`src/global_safepoint_arbiter_defines.svh`:
```
// ----------------------------------------------------------------------------
// global_safepoint_arbiter_defines
// assertion macros for the safepoint arbiter
// ----------------------------------------------------------------------------
`ifndef GLOBAL_SAFEPOINT_ARBITER_DEFINES_SVH
`define GLOBAL_SAFEPOINT_ARBITER_DEFINES_SVH

`ifndef SYNTH
`define GSA_ASSERT(lbl, prop) \
  lbl: assert property (@(posedge clk) disable iff (!rst_n) (prop)) \
    else $error("gsa check failed");
`define GSA_NEVER(lbl, cond) \
  lbl: assert property (@(posedge clk) disable iff (!rst_n) !(cond)) \
    else $error("gsa check failed");
`else
`define GSA_ASSERT(lbl, prop)
`define GSA_NEVER(lbl, cond)
`endif

`endif

```
`src/gsa_pkg.sv`:
```
// ----------------------------------------------------------------------------
// gsa_pkg
// shared constants, types and helpers of the safepoint arbiter
// ----------------------------------------------------------------------------
package gsa_pkg;

  localparam int NUM_CORES   = 16;
  localparam int QUEUE_DEPTH = 16;

  localparam int CIW     = $clog2(NUM_CORES);
  localparam int QIW     = $clog2(QUEUE_DEPTH);
  localparam int QCW     = $clog2(QUEUE_DEPTH + 1);
  localparam int QSW     = $clog2(2 * QUEUE_DEPTH);
  localparam int MAX_MSG = NUM_CORES + 3;
  localparam int NW      = $clog2(MAX_MSG + 1);

  localparam logic [1:0] MODE_REQ  = 2'd0;
  localparam logic [1:0] MODE_REL  = 2'd1;
  localparam logic [1:0] MODE_SAFE = 2'd2;
  localparam logic [1:0] MODE_RSV  = 2'd3;

  localparam logic [1:0] ST_OK   = 2'd0;
  localparam logic [1:0] ST_VIOL = 2'd1;
  localparam logic [1:0] ST_FULL = 2'd2;

  localparam logic [0:0] CFG_OWN_CORE = 1'd0;
  localparam logic [0:0] CFG_PRESENT  = 1'd1;

  typedef logic [NUM_CORES-1:0] cset_t;

  typedef enum logic [1:0] {
    MK_NONE  = 2'd0,
    MK_SPIN  = 2'd1,
    MK_STOP  = 2'd2,
    MK_GRANT = 2'd3
  } mk_t;

  typedef enum logic [1:0] {
    EV_REQ  = 2'd0,
    EV_REL  = 2'd1,
    EV_SAFE = 2'd2,
    EV_BAD  = 2'd3
  } ev_kind_t;

  typedef struct packed {
    ev_kind_t        kind;
    logic [CIW-1:0]  core;
    logic [31:0]     seq;
    logic            was;
  } ev_t;

  typedef struct packed {
    mk_t             kind;
    logic [CIW-1:0]  dest;
    logic [CIW-1:0]  forw;
    logic [31:0]     seq;
    logic [1:0]      status;
  } msg_t;

  typedef struct packed {
    logic [QCW-1:0]  q_cnt;
  } eng_stat_t;

  function automatic cset_t onehot(input logic [CIW-1:0] c);
    return cset_t'(1) << c;
  endfunction

  function automatic logic [CIW-1:0] lowest(input cset_t s);
    logic [CIW-1:0] r;
    r = '0;
    for (int i = NUM_CORES - 1; i >= 0; i--) begin
      if (s[i]) r = CIW'(i);
    end
    return r;
  endfunction

endpackage

```
`src/gsa_ifs.sv`:
```
// ----------------------------------------------------------------------------
// gsa_ifs
// event and message channels of the safepoint arbiter
// ----------------------------------------------------------------------------
interface gsa_in_if;
  logic        valid;
  logic        ready;
  logic [1:0]  mode;
  logic [3:0]  core;
  logic [31:0] seq_no;
  logic        prior_spin;

  modport source(output valid, mode, core, seq_no, prior_spin, input ready);
  modport sink(input valid, mode, core, seq_no, prior_spin, output ready);
endinterface

interface gsa_out_if;
  logic        valid;
  logic        ready;
  logic [1:0]  msg_kind;
  logic [3:0]  dest_core;
  logic [3:0]  grantee;
  logic [31:0] msg_seq;
  logic [1:0]  status;
  logic        last;

  modport source(output valid, msg_kind, dest_core, grantee, msg_seq, status, last,
                 input ready);
  modport sink(input valid, msg_kind, dest_core, grantee, msg_seq, status, last,
               output ready);
endinterface

```
`src/gsa_front.sv`:
```
// ----------------------------------------------------------------------------
// gsa_front
// takes event beats, sorts out malformed ones and queues them for the engine
// ----------------------------------------------------------------------------
module gsa_front
  import gsa_pkg::*;
(
  input  logic        clk,
  input  logic        rst_n,
  gsa_in_if.sink      in_ch,
  output ev_t         ev_o,
  output logic        ev_vld_o,
  input  logic        ev_pop_i
);

  ev_t        q_r [2];
  logic       wp_r, rp_r;
  logic [1:0] cnt_r;
  ev_t        ev_in;
  logic       push;

  always_comb begin
    ev_in.core = CIW'(in_ch.core);
    ev_in.seq  = in_ch.seq_no;
    ev_in.was  = in_ch.prior_spin;
    if (in_ch.mode == MODE_RSV || int'(in_ch.core) >= NUM_CORES) begin
      ev_in.kind = EV_BAD;
    end else begin
      unique case (in_ch.mode)
        MODE_REQ:  ev_in.kind = EV_REQ;
        MODE_REL:  ev_in.kind = EV_REL;
        MODE_SAFE: ev_in.kind = EV_SAFE;
        default:   ev_in.kind = EV_BAD;
      endcase
    end
  end

  assign in_ch.ready = (cnt_r != 2'd2);
  assign push        = in_ch.valid && in_ch.ready;
  assign ev_vld_o    = (cnt_r != 2'd0);
  assign ev_o        = q_r[rp_r];

  always_ff @(posedge clk) begin
    if (push) q_r[wp_r] <= ev_in;
  end

  always_ff @(posedge clk) begin
    if (!rst_n) begin
      wp_r  <= 1'b0;
      rp_r  <= 1'b0;
      cnt_r <= 2'd0;
    end else begin
      if (push) wp_r <= ~wp_r;
      if (ev_pop_i) rp_r <= ~rp_r;
      cnt_r <= cnt_r + 2'(push) - 2'(ev_pop_i);
    end
  end

endmodule

```
`src/gsa_engine.sv`:
```
// ----------------------------------------------------------------------------
// gsa_engine
// applies one event to the arbiter state and steps out its messages
// ----------------------------------------------------------------------------
module gsa_engine
  import gsa_pkg::*;
(
  input  logic        clk,
  input  logic        rst_n,
  input  logic        cfg_we,
  input  logic [0:0]  cfg_idx,
  input  logic [15:0] cfg_wdata,
  input  ev_t         ev_i,
  input  logic        ev_vld_i,
  output logic        ev_pop_o,
  gsa_out_if.source   out_ch,
  output eng_stat_t   stat_o
);

  typedef enum logic [1:0] {S_IDLE, S_STEP, S_LAST} state_t;

  state_t          state_r;
  logic [3:0]      own_core_r;
  logic [15:0]     present_r;
  logic [CIW-1:0]  acore_r [QUEUE_DEPTH];
  logic [31:0]     aseq_r  [QUEUE_DEPTH];
  logic [QIW-1:0]  head_r;
  logic [QCW-1:0]  cnt_r;
  logic            holder_vld_r;
  logic [CIW-1:0]  holder_r;
  logic [31:0]     cur_seq_r;
  logic [31:0]     req_ctr_r;
  cset_t           spin_r, asked_r;
  logic [31:0]     asked_seq_r [NUM_CORES];
  msg_t            pend_r;
  logic            pend_vld_r;
  logic [NW-1:0]   n_r;
  msg_t            out_msg_r;
  logic            out_last_r, out_vld_r;

  logic [CIW-1:0]  me, g;
  logic [31:0]     s;
  cset_t           present_m, sa, needed, cand;
  logic            st_vld, take, out_free, out_load, rel_stop;
  msg_t            st_msg;
  logic            ev_bad, ev_full, fifo_wr;
  logic [QSW-1:0]  tail_sum, head_sum;
  logic [QIW-1:0]  tail, head_nxt;

  assign me        = (int'(own_core_r) >= NUM_CORES) ? '0 : CIW'(own_core_r);
  assign present_m = cset_t'(present_r);
  assign g         = acore_r[head_r];
  assign s         = aseq_r[head_r];
  assign sa        = spin_r | asked_r;
  assign needed    = present_m & ~onehot(g);
  assign cand      = needed & ~sa & ~onehot(me);
  assign out_free  = !out_vld_r || out_ch.ready;

  assign tail_sum = QSW'(head_r) + QSW'(cnt_r);
  assign tail     = (tail_sum >= QSW'(QUEUE_DEPTH)) ? QIW'(tail_sum - QSW'(QUEUE_DEPTH))
                                                    : QIW'(tail_sum);
  assign head_sum = QSW'(head_r) + QSW'(1);
  assign head_nxt = (head_sum >= QSW'(QUEUE_DEPTH)) ? '0 : QIW'(head_sum);

  // one step of the arbitration rule
  always_comb begin
    st_vld        = 1'b0;
    st_msg.kind   = MK_NONE;
    st_msg.dest   = '0;
    st_msg.forw   = '0;
    st_msg.seq    = '0;
    st_msg.status = ST_OK;
    priority if (holder_vld_r) begin
      st_vld = 1'b0;
    end else if (cnt_r == '0) begin
      st_vld      = |spin_r;
      st_msg.kind = MK_STOP;
      st_msg.dest = lowest(spin_r);
      st_msg.seq  = cur_seq_r;
    end else if (sa[g]) begin
      st_vld      = 1'b1;
      st_msg.kind = MK_STOP;
      st_msg.dest = g;
      st_msg.seq  = s;
    end else if (|cand) begin
      st_vld      = 1'b1;
      st_msg.kind = MK_SPIN;
      st_msg.dest = lowest(cand);
      st_msg.forw = g;
      st_msg.seq  = s;
    end else if (!sa[me] && g != me) begin
      st_vld      = 1'b1;
      st_msg.kind = MK_SPIN;
      st_msg.dest = me;
      st_msg.forw = g;
      st_msg.seq  = s;
    end else if (needed == spin_r) begin
      st_vld      = 1'b1;
      st_msg.kind = MK_GRANT;
      st_msg.dest = g;
      st_msg.seq  = s;
    end else begin
      st_vld = 1'b0;
    end
  end

  assign take = st_vld && (n_r < NW'(MAX_MSG));

  always_comb begin
    ev_bad  = 1'b0;
    ev_full = 1'b0;
    unique case (ev_i.kind)
      EV_REQ:  ev_full = (cnt_r >= QCW'(QUEUE_DEPTH));
      EV_REL:  ev_bad  = !(holder_vld_r && holder_r == ev_i.core);
      EV_SAFE: ev_bad  = holder_vld_r || cnt_r == '0 || asked_seq_r[ev_i.core] == '1 ||
                         asked_seq_r[ev_i.core] != ev_i.seq ||
                         (!ev_i.was && spin_r[ev_i.core]);
      EV_BAD:  ev_bad  = 1'b1;
      default: ev_bad  = 1'b1;
    endcase
  end

  assign rel_stop = (ev_i.kind == EV_REL) && !ev_bad && spin_r[me];

  assign ev_pop_o = (state_r == S_IDLE) && ev_vld_i;
  assign fifo_wr  = ev_pop_o && ev_i.kind == EV_REQ && !ev_full;

  assign out_load = out_free && ((state_r == S_LAST) ||
                                 (state_r == S_STEP && take && pend_vld_r));

  always_ff @(posedge clk) begin
    if (fifo_wr) begin
      acore_r[tail] <= ev_i.core;
      aseq_r[tail]  <= req_ctr_r + 32'd1;
    end
  end

  always_ff @(posedge clk) begin
    if (!rst_n) begin
      state_r      <= S_IDLE;
      own_core_r   <= '0;
      present_r    <= '1;
      head_r       <= '0;
      cnt_r        <= '0;
      holder_vld_r <= 1'b0;
      holder_r     <= '0;
      cur_seq_r    <= '0;
      req_ctr_r    <= '0;
      spin_r       <= '0;
      asked_r      <= '0;
      for (int i = 0; i < NUM_CORES; i++) asked_seq_r[i] <= '1;
      pend_vld_r   <= 1'b0;
      n_r          <= '0;
      out_vld_r    <= 1'b0;
      out_last_r   <= 1'b0;
    end else begin
      if (cfg_we) begin
        unique case (cfg_idx)
          CFG_OWN_CORE: own_core_r <= cfg_wdata[3:0];
          CFG_PRESENT:  present_r  <= cfg_wdata;
          default: ;
        endcase
      end
      if (out_load) out_vld_r <= 1'b1;
      else if (out_ch.ready) out_vld_r <= 1'b0;
      unique case (state_r)
        S_IDLE: begin
          if (ev_vld_i) begin
            pend_vld_r    <= rel_stop;
            n_r           <= rel_stop ? NW'(1) : '0;
            pend_r.kind   <= rel_stop ? MK_STOP : MK_NONE;
            pend_r.dest   <= rel_stop ? me : '0;
            pend_r.forw   <= '0;
            pend_r.seq    <= rel_stop ? cur_seq_r : '0;
            pend_r.status <= ev_bad ? ST_VIOL : (ev_full ? ST_FULL : ST_OK);
            if (ev_bad || ev_full) begin
              state_r <= S_LAST;
            end else begin
              state_r <= S_STEP;
              unique case (ev_i.kind)
                EV_REQ: begin
                  req_ctr_r <= req_ctr_r + 32'd1;
                  cnt_r     <= cnt_r + QCW'(1);
                end
                EV_REL: begin
                  holder_vld_r <= 1'b0;
                  if (rel_stop) begin
                    spin_r  <= spin_r & ~onehot(me);
                    asked_r <= asked_r & ~onehot(me);
                  end
                end
                EV_SAFE: begin
                  asked_r  <= asked_r & ~onehot(ev_i.core);
                  spin_r   <= spin_r | onehot(ev_i.core);
                  asked_seq_r[ev_i.core] <= '1;
                end
                default: ;
              endcase
            end
          end
        end
        S_STEP: begin
          if (take) begin
            if (!pend_vld_r || out_free) begin
              if (pend_vld_r) begin
                out_msg_r  <= pend_r;
                out_last_r <= 1'b0;
              end
              pend_r     <= st_msg;
              pend_vld_r <= 1'b1;
              n_r        <= n_r + NW'(1);
              unique case (st_msg.kind)
                MK_STOP: begin
                  spin_r  <= spin_r & ~onehot(st_msg.dest);
                  asked_r <= asked_r & ~onehot(st_msg.dest);
                end
                MK_SPIN: begin
                  asked_r <= asked_r | onehot(st_msg.dest);
                  asked_seq_r[st_msg.dest] <= st_msg.seq;
                end
                MK_GRANT: begin
                  holder_vld_r <= 1'b1;
                  holder_r     <= g;
                  cur_seq_r    <= s;
                  head_r       <= head_nxt;
                  cnt_r        <= cnt_r - QCW'(1);
                end
                default: ;
              endcase
            end
          end else begin
            if (!pend_vld_r) begin
              pend_r.kind   <= MK_NONE;
              pend_r.dest   <= '0;
              pend_r.forw   <= '0;
              pend_r.seq    <= '0;
              pend_r.status <= ST_OK;
              pend_vld_r    <= 1'b1;
            end
            state_r <= S_LAST;
          end
        end
        S_LAST: begin
          if (out_free) begin
            out_msg_r  <= pend_r;
            out_last_r <= 1'b1;
            pend_vld_r <= 1'b0;
            state_r    <= S_IDLE;
          end
        end
        default: state_r <= S_IDLE;
      endcase
    end
  end

  assign out_ch.valid     = out_vld_r;
  assign out_ch.msg_kind  = out_msg_r.kind;
  assign out_ch.dest_core = 4'(out_msg_r.dest);
  assign out_ch.grantee   = 4'(out_msg_r.forw);
  assign out_ch.msg_seq   = out_msg_r.seq;
  assign out_ch.status    = out_msg_r.status;
  assign out_ch.last      = out_last_r;

  assign stat_o.q_cnt = cnt_r;

endmodule

```
`src/global_safepoint_arbiter.sv`:
```
// ----------------------------------------------------------------------------
// global_safepoint_arbiter
// Grants one core at a time an exclusive world-stop. Event beats (request,
// release, safe report) enter a two-entry queue; the engine applies one event
// and then runs the step rule, one message per cycle while the result side
// keeps up, up to NUM_CORES + 3 messages. An ignored event goes from the apply
// state straight to the last beat; an accepted one runs the step state first,
// giving a single none beat if the rule sends nothing. Results leave through
// an output register; result stalls hold the engine. Every event ends with a
// beat marked last; ignored events yield one none beat carrying the status.
// ----------------------------------------------------------------------------
`include "global_safepoint_arbiter_defines.svh"

module global_safepoint_arbiter
  import gsa_pkg::*;
(
  input  logic        clk,
  input  logic        rst_n,
  gsa_in_if.sink      in_ch,
  gsa_out_if.source   out_ch,
  input  logic        cfg_we,
  input  logic [0:0]  cfg_idx,
  input  logic [15:0] cfg_wdata
);

  ev_t       ev;
  logic      ev_vld, ev_pop;
  eng_stat_t eng_stat;

  gsa_front u_front (
    .clk      (clk),
    .rst_n    (rst_n),
    .in_ch    (in_ch),
    .ev_o     (ev),
    .ev_vld_o (ev_vld),
    .ev_pop_i (ev_pop)
  );

  gsa_engine u_engine (
    .clk       (clk),
    .rst_n     (rst_n),
    .cfg_we    (cfg_we),
    .cfg_idx   (cfg_idx),
    .cfg_wdata (cfg_wdata),
    .ev_i      (ev),
    .ev_vld_i  (ev_vld),
    .ev_pop_o  (ev_pop),
    .out_ch    (out_ch),
    .stat_o    (eng_stat)
  );

  `GSA_ASSERT(a_hold, out_ch.valid && !out_ch.ready |=> out_ch.valid && $stable(out_ch.msg_seq))
  `GSA_ASSERT(a_none_is_last, (out_ch.valid && out_ch.msg_kind == MK_NONE) |-> out_ch.last)
  `GSA_NEVER(a_queue_bound, eng_stat.q_cnt > QCW'(QUEUE_DEPTH))

endmodule
```
`src/flat_wrapper.sv`:
```
// flat-port wrapper written by rule: the top's interface ports become plain ports
module global_safepoint_arbiter_flat import gsa_pkg::*;
  (clk, rst_n, cfg_we, cfg_idx, cfg_wdata, in_ch_valid, in_ch_mode, in_ch_core, in_ch_seq_no, in_ch_prior_spin, in_ch_ready, out_ch_valid, out_ch_msg_kind, out_ch_dest_core, out_ch_grantee, out_ch_msg_seq, out_ch_status, out_ch_last, out_ch_ready);
  gsa_in_if in_ch_i ();
  gsa_out_if out_ch_i ();
  input  logic clk;
  input  logic rst_n;
  input  logic cfg_we;
  input  logic [0:0] cfg_idx;
  input  logic [15:0] cfg_wdata;
  input wire logic [$bits(in_ch_i.valid)-1:0] in_ch_valid;
  input wire logic [$bits(in_ch_i.mode)-1:0] in_ch_mode;
  input wire logic [$bits(in_ch_i.core)-1:0] in_ch_core;
  input wire logic [$bits(in_ch_i.seq_no)-1:0] in_ch_seq_no;
  input wire logic [$bits(in_ch_i.prior_spin)-1:0] in_ch_prior_spin;
  output wire logic [$bits(in_ch_i.ready)-1:0] in_ch_ready;
  output wire logic [$bits(out_ch_i.valid)-1:0] out_ch_valid;
  output wire logic [$bits(out_ch_i.msg_kind)-1:0] out_ch_msg_kind;
  output wire logic [$bits(out_ch_i.dest_core)-1:0] out_ch_dest_core;
  output wire logic [$bits(out_ch_i.grantee)-1:0] out_ch_grantee;
  output wire logic [$bits(out_ch_i.msg_seq)-1:0] out_ch_msg_seq;
  output wire logic [$bits(out_ch_i.status)-1:0] out_ch_status;
  output wire logic [$bits(out_ch_i.last)-1:0] out_ch_last;
  input wire logic [$bits(out_ch_i.ready)-1:0] out_ch_ready;
  assign in_ch_i.valid = in_ch_valid;
  assign in_ch_i.mode = in_ch_mode;
  assign in_ch_i.core = in_ch_core;
  assign in_ch_i.seq_no = in_ch_seq_no;
  assign in_ch_i.prior_spin = in_ch_prior_spin;
  assign in_ch_ready = in_ch_i.ready;
  assign out_ch_valid = out_ch_i.valid;
  assign out_ch_msg_kind = out_ch_i.msg_kind;
  assign out_ch_dest_core = out_ch_i.dest_core;
  assign out_ch_grantee = out_ch_i.grantee;
  assign out_ch_msg_seq = out_ch_i.msg_seq;
  assign out_ch_status = out_ch_i.status;
  assign out_ch_last = out_ch_i.last;
  assign out_ch_i.ready = out_ch_ready;
  global_safepoint_arbiter u_core (.clk(clk), .rst_n(rst_n), .in_ch(in_ch_i), .out_ch(out_ch_i), .cfg_we(cfg_we), .cfg_idx(cfg_idx), .cfg_wdata(cfg_wdata));
endmodule
```
`config.mk`:
```
export PLATFORM = sky130hd
export DESIGN_NAME = global_safepoint_arbiter_flat
export DESIGN_NICKNAME = d
export VERILOG_FILES = /design/src/gsa_pkg.sv /design/src/gsa_ifs.sv /design/src/gsa_front.sv /design/src/gsa_engine.sv /design/src/global_safepoint_arbiter.sv /design/src/flat_wrapper.sv
export VERILOG_INCLUDE_DIRS = /design/src /design/src/src
export SDC_FILE = /design/constraint.sdc
export NUM_CORES = 2
export LEC_CHECK = 0
export ABC_AREA = 1
export BUFFER_PORTS_ARGS = -buffer_cell sky130_fd_sc_hd__clkbuf_2
export CAP_MARGIN = 0
export CORE_ASPECT_RATIO = 0.7
export CORE_MARGIN = 3
export CORE_UTILIZATION = 37
export CTS_CLUSTER_DIAMETER = 30
export DETAILED_ROUTE_END_ITERATION = 10
export SLEW_MARGIN = 10
export SYNTH_ARGS = -nofsm -noshare
export SYNTH_HDL_FRONTEND = slang
export SYNTH_SLANG_ARGS = --single-unit
```
`constraint.sdc`:
```
create_clock -name clk -period 5.4 [get_ports clk]
set_input_delay 0.27 -clock clk [delete_from_list [all_inputs] [get_ports clk]]
set_output_delay 0.27 -clock clk [all_outputs]
set_load 0.01 [all_outputs]
```
# Word-level counts from Yosys, hierarchy flattened
# Memories as Yosys holds them, arrays and structs flattened. A register that Yosys moved wholly into a read port is not among the register bits.
# Index checks and enable logic that the tools add are counted.
[word_totals]
ff_bits = 232
latch_bits = 0
ramBits = 1166
romBits = 0
in_bits = 61
output_inout_bits = 47
memories = 4
[op_classes]
addsub = 9
mul = 0
div = 0
n_lt_le_gt_ge = 7
eq_ne = 33
shifts = 4
muxes = 161
bitwise = 20
n_reduce_logical = 55
[mem_list]
columns = ["name", "depth", "width", "rd", "rd_ports_with_merged_regs", "wr", "line_no", "source"]
rows = [
  ["u_core.u_engine.aseq_r", 16, 32, 1, 1, 1, "gsa_engine.sv:26", "logic [31:0] aseq_r [QUEUE_DEPTH];"],
  ["u_core.u_engine.asked_seq_r", 16, 32, 1, 0, 16, "gsa_engine.sv:34", "logic [31:0] asked_seq_r [NUM_CORES];"],
  ["u_core.u_front.q_r", 2, 39, 1, 1, 1, "gsa_front.sv:16", "ev_t q_r [2];"],
  ["u_core.u_engine.acore_r", 16, 4, 1, 1, 1, "gsa_engine.sv:25", "logic [CIW-1:0] acore_r [QUEUE_DEPTH];"],
]
[op_table]
columns = ["operator", "count"]
rows = [
  ["$mux 44", 8],
  ["$mux 32", 7],
  ["$mux 16", 11],
  ["$mux 4", 44],
  ["$pmux 44 s2", 2],
  ["$pmux 16 s2", 5],
  ["$and 16x16->16", 8],
  ["$mux 42", 2],
  ["$not 16->16", 5],
  ["$reduce_or 32->1", 2],
  ["$shl 1x4->16 const A", 4],
  ["$mux 1", 49],
  ["$or 16x16->16", 3],
  ["$mux 5", 9],
  ["$add 32x1->32 const B", 1],
  ["$eq 32x32->1 const B", 1],
  ["$ne 32x32->1", 1],
  ["$reduce_or 16->1", 2],
  ["$mux 6", 4],
  ["$pmux 5 s2", 2],
  ["$bmux 1 s4", 4],
  ["$eq 16x16->1", 1],
  ["$mux 2", 8],
  ["$ne 2x2->1 const B", 8],
  ["36 further kinds", 98],
]

# Depth between registers and ports, before layout
[depth]
word_depth = 34
depth_mapped = 38
depth_no_buf = 36

# Hierarchy
# From an unflattened synthesis, not the netlist that was laid out.
[unflattened]
cells_unflattened = 5454
hier_area_um2 = 60535.6
[by_module_without_submodules]
columns = ["mod", "n_inst", "cells_each", "area_per_inst_um2", "seq_area_each_um2"]
rows = [
  ["gsa_engine", 1, 5299, 57442.6, 38196.6],
  ["gsa_front", 1, 155, 3093.0, 2442.3],
]

# Least setup slack after synthesis
# OpenSTA, ideal clock, no wires.
[synth_timing]
path_type = "register to register"
from = "register with a tool-made name"
to = "register u_core.u_engine.pend_r[0] (netlist name), enable pin"
setup_time_ps = 500
t_arrival_ps = 5310
slack_ps = -410
path_stages_with_launch = 21
path_buffers = 3
synth_period_minus_slack_ps = 5810
cell_sequence = "dfxtp_1 > buf_2 > buf_6 > nand2_1 > nand3_1 > nand3_1 > nand3_1 > nand2_1 > buf_2 > nand3_1 > nand2_1 > inv_1 > nand2_1 > nand4_1 > nor4_2 > nand2_1 > nand3_2 > nand2_4 > inv_1 > a21oi_1 > nor3_1"
[synth_rtl]
columns = ["element", "line_no", "source"]
rows = [
  ["end signal: assignment", "gsa_engine.sv:209", "pend_r <= st_msg;"],
  ["end: declaration", "gsa_engine.sv:35", "msg_t pend_r;"],
]

==> metrics <==
post-synthesis net count 5465; Critical Path RT 5.94 ns; DRC Markers 0; global placement routability congestion 0.935; largest fanout of any net on the critical path 27; Initial Utilization 37.6%; Fin Clk Skew 0.103 ns; count of cells along the worst hold path 2; time the worst path needs with I/O delays and setup 5.25 ns; antenna violations before repair 1; maximum achievable frequency 191 MHz; via count of the routed design 44906; met1 Usage GRT 35.7%; met2 track utilization from global routing 31.3%; worst-skew pair later-pin latency 0.87 ns; placed cell areas 64400 sq um; critical setup path kind reg -> reg; Rel. slew slack 14.6%; placeable core region 160000 sq um; outcome finished, final reports clean; type of the most critical hold path in -> reg; async set-or-reset flop fraction in the synthesized netlist 0%; Remaining Overflow, GRT 0; post-synthesis sequential area ratio 67.8%; Die Span X 487 um; sum of routed wire length over all layers 197 mm; count of different cell masters after synthesis 60; maximum number of pins on one net before global-route repair 209; number of synthesized flops with an enable pin 1254; worst reg-to-reg setup slack 0.15 ns; layer with the highest usage after global routing met1; startpoint types register; unrepaired setup endpoints after global routing yes; Worst-Margin Slew 1.27 ns; global-route track usage on met3 5.87%; port buffer count 107; register bit count reported by yosys 1403; critical path arrival 5.79 ns; Top Ports 108; DIE HEIGHT 343 um; number of pins exceeding their max-slew limit in the final report 0; number of clock sinks 1403; core occupancy in the finished layout 46.1%; Layout Nets 5750; share of layout cells above drive strength 1 15.6%; post-synthesis to final-layout area growth 22.8%; placed instance count 7472; number of rows in the core area 122; number of vias per cell 5.63; Final setup viols 0; Warnings, synthesis 0; Max clock buf depth 3; final cell count without fillers 7980; power per cell area 509 nW/um^2; wire length of the first global-routing pass 287 mm; router iterations before antenna repair 6; worst hold-check slack 0.150 ns; syn_area_per_cell 11.1 sq um; total routing resource utilization after global routing 23.0%; diode count 0; fin crit share 97.2%; Inserted Clock Buffers 227; area of the die 167000 sq um; leakage power total 24.2 nW; CTS tree done; HPWL reported at the end of detailed placement 120 mm; area of the mapped netlist 59900 sq um; CTS H-Tree Depth 4; clock tree root driver cell sky130_fd_sc_hd__clkbuf_16; max-cap viol count 0; terminating pin of the worst hold path u_core.u_front.q_r[0][27]; nature of the critical path endpoint register; total negative slack for setup checks 0 ns; number of fillers in the final layout 14266; clock edge transition at the registers on the reported setup and hold paths 0.05 ns; prevailing post-synth register cell sky130_fd_sc_hd__edfxtp_1; Final Hold Violating Endpoints 0; capture instance of the worst register-to-register path u_core.u_engine.asked_seq_r[9][10]; hold_sp in_ch_seq_no[26]; Iter 0 DRT Violations 5849; routed wirelength normalized by instance count 24.7 um; Post-Synthesis Cells 5384; vias in the first global route 42406; worst ir drop on vdd 0.311 mV; final antenna-violating net count 0; worst reg-to-reg path cell count 25; Layout Cell Area excl Fill 73600 sq um
area by class of cell:
cell class / instances / area, sq um / share of cell area, %
inverter: 325 / 1260 / 1.71
tap: 2108 / 2640 / 3.58
clock inverter: 174 / 2200 / 2.99
sequential: 1403 / 40700 / 55.3
timing repair buffer: 435 / 4110 / 5.59
multi-input combinational: 3277 / 16800 / 22.9
clock buffer: 258 / 5890 / 8.00
Yosys cell counts, drive strengths merged, types with 25 or more instances:
| cell type | number | area [sq um] |
|---|---|---|
| edfxtp | 1254 | 37700 |
| nand2 | 1013 | 3820 |
| nor2 | 582 | 2220 |
| o21ai | 452 | 2270 |
| inv | 318 | 1190 |
| o22ai | 296 | 1850 |
| clkbuf | 238 | 893 |
| a21oi | 207 | 1040 |
| nand3 | 194 | 981 |
| dfxtp | 149 | 2980 |
| buf | 141 | 774 |
| o221ai | 103 | 902 |
| nor3 | 70 | 362 |
| o211ai | 60 | 450 |
| xor2 | 50 | 438 |
| nand4 | 41 | 272 |
| o31ai | 34 | 255 |
| or2 | 25 | 156 |
cell usage in the layout (no fill, tap or decap), types with 31 or more instances in the layout:
| cell | count |
|---|---|
| sky130_fd_sc_hd__inv_6 | 32 |
| sky130_fd_sc_hd__nand3_1 | 190 |
| sky130_fd_sc_hd__o22ai_1 | 296 |
| sky130_fd_sc_hd__clkbuf_16 | 230 |
| sky130_fd_sc_hd__a21oi_1 | 205 |
| sky130_fd_sc_hd__clkbuf_2 | 106 |
| sky130_fd_sc_hd__buf_12 | 66 |
| sky130_fd_sc_hd__edfxtp_1 | 1254 |
| sky130_fd_sc_hd__o21ai_0 | 434 |
| sky130_fd_sc_hd__o31ai_1 | 33 |
| sky130_fd_sc_hd__nor2_1 | 549 |
| sky130_fd_sc_hd__clkinv_2 | 31 |
| sky130_fd_sc_hd__nand2_1 | 991 |
| sky130_fd_sc_hd__dfxtp_1 | 143 |
| sky130_fd_sc_hd__inv_1 | 290 |
| sky130_fd_sc_hd__buf_4 | 182 |
| sky130_fd_sc_hd__nor3_1 | 66 |
| sky130_fd_sc_hd__xor2_1 | 43 |
| sky130_fd_sc_hd__o221ai_1 | 102 |
| sky130_fd_sc_hd__dlygate4sd3_1 | 72 |
| sky130_fd_sc_hd__o211ai_1 | 60 |
| sky130_fd_sc_hd__nand4_1 | 40 |
repair_timing:
item,CTS,global route
setup endpoints to repair,1027,1071
gates cloned,0,3
hold buffers,72,0
gates resized for setup,15,34
hold endpoints to repair,108,0
buffers inserted,0,1
pin swaps,0,2
cells by family after synthesis:
logic type      Yosys count  synth area share [%]
simple gates           1944                  13.3
mux                      20                 0.334
xor+xnor                 59                 0.863
flops                  1403                  67.8
compound gates         1234                  12.4
fa+ha+maj                20                 0.443
buf+inv                 704                  4.82
sequential cells by signal, indices dropped and copies added (netlist names), 4 cells and up, named ones only:
| name | cells |
|---|---|
| u_core.u_engine.aseq_r | 512 |
| u_core.u_engine.asked_seq_r | 512 |
| u_core.u_front.q_r | 78 |
| u_core.u_engine.acore_r | 64 |
| u_core.u_engine.pend_r | 44 |
| u_core.u_engine.cur_seq_r | 32 |
| u_core.u_engine.out_ch.msg_seq | 32 |
| u_core.u_engine.req_ctr_r | 32 |
| u_core.u_engine.present_m | 16 |
| u_core.u_engine.spin_r | 16 |
| u_core.u_engine.n_r | 5 |
| u_core.u_engine.stat_o | 5 |
| u_core.u_engine.head_r | 4 |
| u_core.u_engine.holder_r | 4 |
| u_core.u_engine.me | 4 |
| u_core.u_engine.out_ch.dest_core | 4 |
| u_core.u_engine.out_ch.grantee | 4 |
per-stage QoR:
step,setup slack [ns],power [mW]
after detailed placement,-0.300,22.0
after floorplan,0.730,18.2
after global placement,-0.241,22.0
final,0.152,37.5
after global routing,-0.0610,38.8
after CTS,0.0354,37.2
power by group:
group | internal [mW] | switching, mW | total, mW
Combinational | 2.50 | 6.95 | 9.44
Sequential | 12.7 | 0.271 | 13.0
Clock | 9.39 | 5.64 | 15.0
per-layer routing:
layer  vias to the layer above  wire length, um
li1                      20009                -
met1                     22097            88900
met2                      2503            80300
met3                       295            23300
met4                         2             4500
met5                         -               17
critical path, stage by stage (launching register included):
cell                       delay [ns]
sky130_fd_sc_hd__dfxtp_2         0.40
sky130_fd_sc_hd__inv_2           0.08
sky130_fd_sc_hd__or2_2           0.30
sky130_fd_sc_hd__o21ai_4         0.09
sky130_fd_sc_hd__clkinv_2        0.26
sky130_fd_sc_hd__buf_12          0.26
sky130_fd_sc_hd__buf_4           0.21
sky130_fd_sc_hd__o41ai_1         0.60
sky130_fd_sc_hd__nand2_1         0.14
sky130_fd_sc_hd__buf_4           0.20
sky130_fd_sc_hd__nor4_2          0.35
sky130_fd_sc_hd__nand3_1         0.12
sky130_fd_sc_hd__nor2_1          0.17
sky130_fd_sc_hd__nor2_1          0.07
sky130_fd_sc_hd__nand3_2         0.12
sky130_fd_sc_hd__nand2_1         0.09
sky130_fd_sc_hd__nand2_1         0.10
sky130_fd_sc_hd__inv_1           0.07
sky130_fd_sc_hd__nand2_1         0.12
sky130_fd_sc_hd__o21ai_1         0.10
sky130_fd_sc_hd__nand3_1         0.12
sky130_fd_sc_hd__nor2_1          0.06
sky130_fd_sc_hd__buf_4           0.15
sky130_fd_sc_hd__and2_2          0.22
sky130_fd_sc_hd__or2_2           0.33
sky130_fd_sc_hd__buf_12          0.17
how the worst max path moves through the flow:
stage                                          endpoint
global route         u_core.u_engine.asked_seq_r[13][4]
floorplan           u_core.u_engine.out_ch.dest_core[0]
global placement     u_core.u_engine.asked_seq_r[13][6]
detailed placement   u_core.u_engine.asked_seq_r[13][2]
CTS                   u_core.u_engine.asked_seq_r[1][9]
finish               u_core.u_engine.asked_seq_r[9][10]
Note: power is estimated with default switching activity, not from simulation.
